==> config.mk <==
export PLATFORM = sky130hd
export DESIGN_NAME = mdpb_dist
export DESIGN_NICKNAME = d
export VERILOG_FILES = /design/src/hw/rtl/mdpb_pkg.sv /design/src/hw/rtl/mdpb_dist.sv
export SDC_FILE = /design/constraint.sdc
export NUM_CORES = 2
export LEC_CHECK = 0
export BUFFER_PORTS_ARGS = -buffer_cell sky130_fd_sc_hd__buf_4
export CORE_MARGIN = 2
export CORE_UTILIZATION = 45
export CTS_BUF_LIST = sky130_fd_sc_hd__clkbuf_4 sky130_fd_sc_hd__clkbuf_8
export DETAILED_ROUTE_END_ITERATION = 8
export PLACE_DENSITY = 0.66
export SYNTH_ARGS = -nofsm -noshare
export SYNTH_HDL_FRONTEND = slang
export SYNTH_SLANG_ARGS = --single-unit
==> constraint.sdc <==
create_clock -name clock -period 12.2 [get_ports clock]
set_input_delay 3.66 -clock clock [delete_from_list [all_inputs] [get_ports clock]]
set_output_delay 3.66 -clock clock [all_outputs]
set_load 0.05 [all_outputs]
==> src/hw/rtl/mdpb_pkg.sv <==
`default_nettype none

package mdpb_pkg;

   // Bank geometry
   localparam int BANK_DEPTH = 256;
   localparam int ADDR_W     = $clog2(BANK_DEPTH);
   localparam int COUNT_W    = $clog2(BANK_DEPTH + 1);

   // Field widths of the channels
   localparam int JOINT_W  = 16;
   localparam int DIST_W   = 36;
   localparam int PCOUNT_W = 9;

   // Angle precision: low ANGLE_BITS of each joint field, sign-extended (at most JOINT_W)
   localparam int ANGLE_BITS = 16;
   localparam int DIFF_W     = ANGLE_BITS + 1;
   localparam int SQ_W       = 2 * ANGLE_BITS + 1;
   localparam int SUM_W      = SQ_W + 2;
   localparam int WIDE_W     = (SUM_W > DIST_W) ? SUM_W : DIST_W;

   localparam logic [DIST_W-1:0] DIST_MAX     = {DIST_W{1'b1}};
   localparam logic [DIST_W-1:0] THRESH_RESET = DIST_W'(1677722);

   // Command codes
   localparam logic CMD_OFFER   = 1'b0;
   localparam logic CMD_PRELOAD = 1'b1;

   typedef logic signed [ANGLE_BITS-1:0] angle_type;

   typedef struct packed {
      angle_type a;
      angle_type b;
      angle_type c;
      angle_type d;
   } point_type;

   typedef struct packed {
      logic                      cmd;
      logic signed [JOINT_W-1:0] joint_a;
      logic signed [JOINT_W-1:0] joint_b;
      logic signed [JOINT_W-1:0] joint_c;
      logic signed [JOINT_W-1:0] joint_d;
   } req_type;

   typedef struct packed {
      logic                stored;
      logic                bank_full;
      logic [DIST_W-1:0]   nearest_sq_distance;
      logic [PCOUNT_W-1:0] point_count;
   } rsp_type;

   // Distance unit status toward the sequencer
   typedef struct packed {
      logic              valid;
      logic              busy;
      logic [DIST_W-1:0] sum;
   } dist_out_type;

   typedef enum logic [1:0] {
      ST_IDLE,
      ST_SCAN,
      ST_DRAIN,
      ST_DECIDE
   } state_type;

endpackage

`default_nettype wire

==> src/hw/rtl/mdpb_dist.sv <==
`default_nettype none

// Two-stage squared-distance unit: one stored point per cycle.
module mdpb_dist (
   input  wire                     clock,
   input  wire                     reset,
   input  mdpb_pkg::point_type     probe,
   input  mdpb_pkg::point_type     entry,
   input  wire                     entry_valid,
   output mdpb_pkg::dist_out_type  result
);
   import mdpb_pkg::*;

   angle_type               probe_j [4];
   angle_type               entry_j [4];
   logic signed [DIFF_W-1:0] diff   [4];
   logic [SQ_W-1:0]          sq_in  [4];
   logic [SQ_W-1:0]          sq_ff  [4];
   logic                     s1_v_ff;
   logic                     s1_v_in;
   logic [WIDE_W-1:0]        sum_wide;
   logic [DIST_W-1:0]        sum_in;
   logic [DIST_W-1:0]        sum_ff;
   logic                     s2_v_ff;
   logic                     s2_v_in;

   assign probe_j[0] = probe.a;
   assign probe_j[1] = probe.b;
   assign probe_j[2] = probe.c;
   assign probe_j[3] = probe.d;
   assign entry_j[0] = entry.a;
   assign entry_j[1] = entry.b;
   assign entry_j[2] = entry.c;
   assign entry_j[3] = entry.d;

   // Stage 1: per-joint difference and square
   always_comb begin
      logic signed [2*DIFF_W-1:0] prod;
      for (int k = 0; k < 4; k++) begin
         diff[k]  = DIFF_W'(probe_j[k]) - DIFF_W'(entry_j[k]);
         prod     = diff[k] * diff[k];
         sq_in[k] = prod[SQ_W-1:0];
      end
   end

   assign s1_v_in = entry_valid;

   // Stage 2: sum of squares, saturated to the distance width
   always_comb begin
      sum_wide = WIDE_W'(sq_ff[0]) + WIDE_W'(sq_ff[1])
               + WIDE_W'(sq_ff[2]) + WIDE_W'(sq_ff[3]);
      if (sum_wide > WIDE_W'(DIST_MAX)) begin
         sum_in = DIST_MAX;
      end else begin
         sum_in = sum_wide[DIST_W-1:0];
      end
   end

   assign s2_v_in = s1_v_ff;

   always_ff @(posedge clock) begin
      if (reset) begin
         s1_v_ff <= 1'b0;
         s2_v_ff <= 1'b0;
      end else begin
         s1_v_ff <= s1_v_in;
         s2_v_ff <= s2_v_in;
      end
   end

   always_ff @(posedge clock) begin
      for (int k = 0; k < 4; k++) begin
         sq_ff[k] <= sq_in[k];
      end
      sum_ff <= sum_in;
   end

   assign result.valid = s2_v_ff;
   assign result.busy  = s1_v_ff | s2_v_ff;
   assign result.sum   = sum_ff;

endmodule

`default_nettype wire

==> metrics.md <==
| Metric | Value |
|---|---|
| Status | completed |
| Core area | 102000 sq um |
| Number of max-cap violations | 0 |
| Reg-to-reg critical path endpoint | sum_ff[29]$_DFF_P_ |
| Vias | 32.7k |
| GR Util All Layers | 21.8% |
| IO Port Bufs | 167 |
| Hold WC Path Type | flop to flop |
| Total wire length | 109000 um |
| Setup TNS | 0 ns |
| Commonest cells in the netlist | 1395 x inv_1, 1122 x fa_1, 436 x nor2_1 |
| TritonCTS Buffers | 17 |
| Largest net degree at the start of global routing | 22 |
| Die Wd | 325 um |
| Reg2Reg Setup Slack | 7.81 ns |
| Met1 Routed Length | 47100 um |
| Fmax | 0.0869 GHz |
| ANT cells | 0 |
| CP max FO | 8 |
| Met2 WL | 53700 um |
| Drt wl/cell | 16.7 um |
| #FFs+latches synth | 165 |
| CP peak stage delay | 0.55 ns |
| Cells after synthesis | 4983 |
| CP startpoint kind | input pin |
| Drt drc | 0 |
| Seq/Total Area, Yosys | 7.12% |
| Clk root buf | clkbuf_8 |
| Hold_buf cts | 0 |
| Post-DP HPWL | 95300 um |
| Total congestion overflow | 0 |
| Async SR Flop Fraction | 0% |
| TritonCTS clock tree | yes |
| Hold path startpoint | s1_v_ff$_SDFF_PP0_ |
| Die ar. | 106000 sq um |
| Row count | 117 |
| Crit path kind | input pin to flop |
| # setup viols final | 0 |
| Number of global-route vias before repair | 35.8k |
| IO Pins | 169 |
| CTS Sinks | 165 |
| Post-CTS setup buffers | 0 |
| Crit path time final | 11.51 ns |
| Antenna Nets Post-Route | 0 |
| First-pass GRT wire length | 184000 um |
| Top-count cell post-synth | inv_1 |
| Layout area overhead | 8.21% |
| Clock latency at the later pin of the worst-skew pair | 0.48 ns |
| WHS Path Cells | 1 |
| R2R Path Start | sq_ff[3][3]$_DFF_P_ |
| Cells on worst reg2reg path | 12 |
| Drt first pass iters | 5 |
| Synthesized cell area | 46400 sq um |
| Top cells by area, synth | fa_1 48%, inv_1 11%, ha_1 11% |
| Headroom to the max-slew limit | 42.6% |
| Hold endpoint | s2_v_ff$_SDFF_PP0_ |
| Top-area cell type share of the netlist area | 48.4% |
| DR iter-0 viols | 1926 |
| Share of layout cells above drive strength 1 | 6.77% |
| CP endpoint kind | flop |
| Top cell type by total area after synthesis | fa_1 |
| Pins over their slew limit | 0 |
| Max Buffers Root-to-Sink | 2 |
| Top Metal Used | met4 |
| Initial antenna violation count | 3 |
| Slowest cell on the critical path | fa_1 |
| Syn_nets | 6649 |
| Met3 Wirelength | 5890 um |
| Fin. Hold Viols | 0 |
| H-tree depth | 4 |
| Die H | 325 um |
| Post-synth EDFFs | 0 |
| Main flop type after synthesis | dfxtp_1 |
| Effective utilization at floorplan | 45.5% |
| Worst Skew | 0.0187 ns |
| RSZ-0062 raised after global routing | false |
| Routability Congestion | 0.910 |
| Final nets | 6840 |
| Netlist cell types | 90 |
| Vias per cell | 4.98 |
| Post_cts resized | 0 |
| Slew @ Worst Pin | 0.859 ns |
| Yosys warns | 0 |
| CP required | 12.58 ns |
| Post-synthesis average cell area | 9.31 sq um |
| Final period util | 94.4% |
| Worst Path Arrival | 11.89 ns |
| Worst-path clk slew | 0.10 ns |
placed cells by master (no fill, tap or decap), types with 10 or more instances in the layout:
cell      Yosys  layout
xor2_1       56      56
fa_1       1122    1122
o21bai_1     10      10
a21oi_1     150     150
a21o_1       56      56
and2_1       24      24
buf_4         3     272
ha_1        413     413
nor3_1       29      29
nand3_1      31      31
nand2b_1     30      30
a211oi_1     14      14
clkbuf_8      0      18
o31ai_1      14      14
and3_1       16      16
nor2b_1      31      31
o211ai_1     14      14
dfxtp_1     165     165
o21ai_0      90      90
xnor2_1     174     173
o21a_1       39      39
nand2_1     398     398
nor2_1      436     436
inv_1      1395    1395
clkinv_1     10      10
or3_1        10      10
nand4_1      10      10
layer usage:
| layer | global-route usage, % | vias to the layer above |
|---|---|---|
| met5 | 0 | - |
| met4 | 4.81 | 0 |
| met3 | 2.68 | 167 |
| met2 | 36.9 | 843 |
| met1 | 29.9 | 16500 |
| li1 | - | 15100 |
cell families (layout without fill, tap and decap cells):
kind of cell	after synthesis	count (layout)	share of synthesized area, %
AOI/OAI and AO/OA	489	489	6.96
and+or+nand+nor	1044	1044	9.52
xor gates and xnor gates	232	232	4.41
other	1	1	0.00808
muxes	4	4	0.0944
buffers and inverters	1513	1717	12.3
DFF	165	165	7.12
adders and majority gates	1535	1535	59.6
worst max-delay path: cells and delay by family:
family	cells	cell delay, ns
and+or+nand+nor	5	0.59
adders and majority gates	9	4.08
buffers and inverters	8	0.59
xor gates and xnor gates	1	0.27
AOI/OAI and AO/OA	11	2.69
through the flow:
step | cell area [sq um] | instances | utilization [%] | setup WS (ns) | hold slack (ns)
after detailed placement | 49700 | 6523 | 48.7 | 0.185 | 0.455
after CTS | 50200 | 6555 | 49.2 | 0.676 | 0.469
final | 50200 | 6555 | 49.2 | 0.688 | 0.462
after floorplan | 46400 | 4983 | - | 0.854 | 0.429
after global routing | 50200 | 6555 | 49.2 | 0.194 | 0.482
after global placement | 49700 | 6523 | 48.7 | 0.211 | 0.447
worst max-delay path by stage:
stage,startpoint,to,slack (ns),depth (start not counted)
floorplan,probe[16],sq_ff[2][31]$_DFF_P_,0.85,35
global placement,probe[32],sq_ff[1][32]$_DFF_P_,0.21,30
detailed placement,probe[32],sq_ff[1][32]$_DFF_P_,0.18,30
CTS,probe[32],sq_ff[1][32]$_DFF_P_,0.68,30
global route,probe[32],sq_ff[1][27]$_DFF_P_,0.19,33
finish,probe[32],sq_ff[1][32]$_DFF_P_,0.69,34
cell type report:
class	instances	area [sq um]
flip-flops and latches	165	3300
inverters	1413	5300
fillers	9590	51800
clock inverters	14	211
multi-input cells	3305	37400
repair buffers	272	2040
well taps	1368	1710
clock buffers	18	248
state kept, by name (all words and copies together) (netlist names):
signal and count:
s2_v_ff 1, sq_ff 128, sum_ff 35, s1_v_ff 1
Power is not shown: default switching activity piles up to over one toggle a cycle in this logic, so the estimate is an artifact.
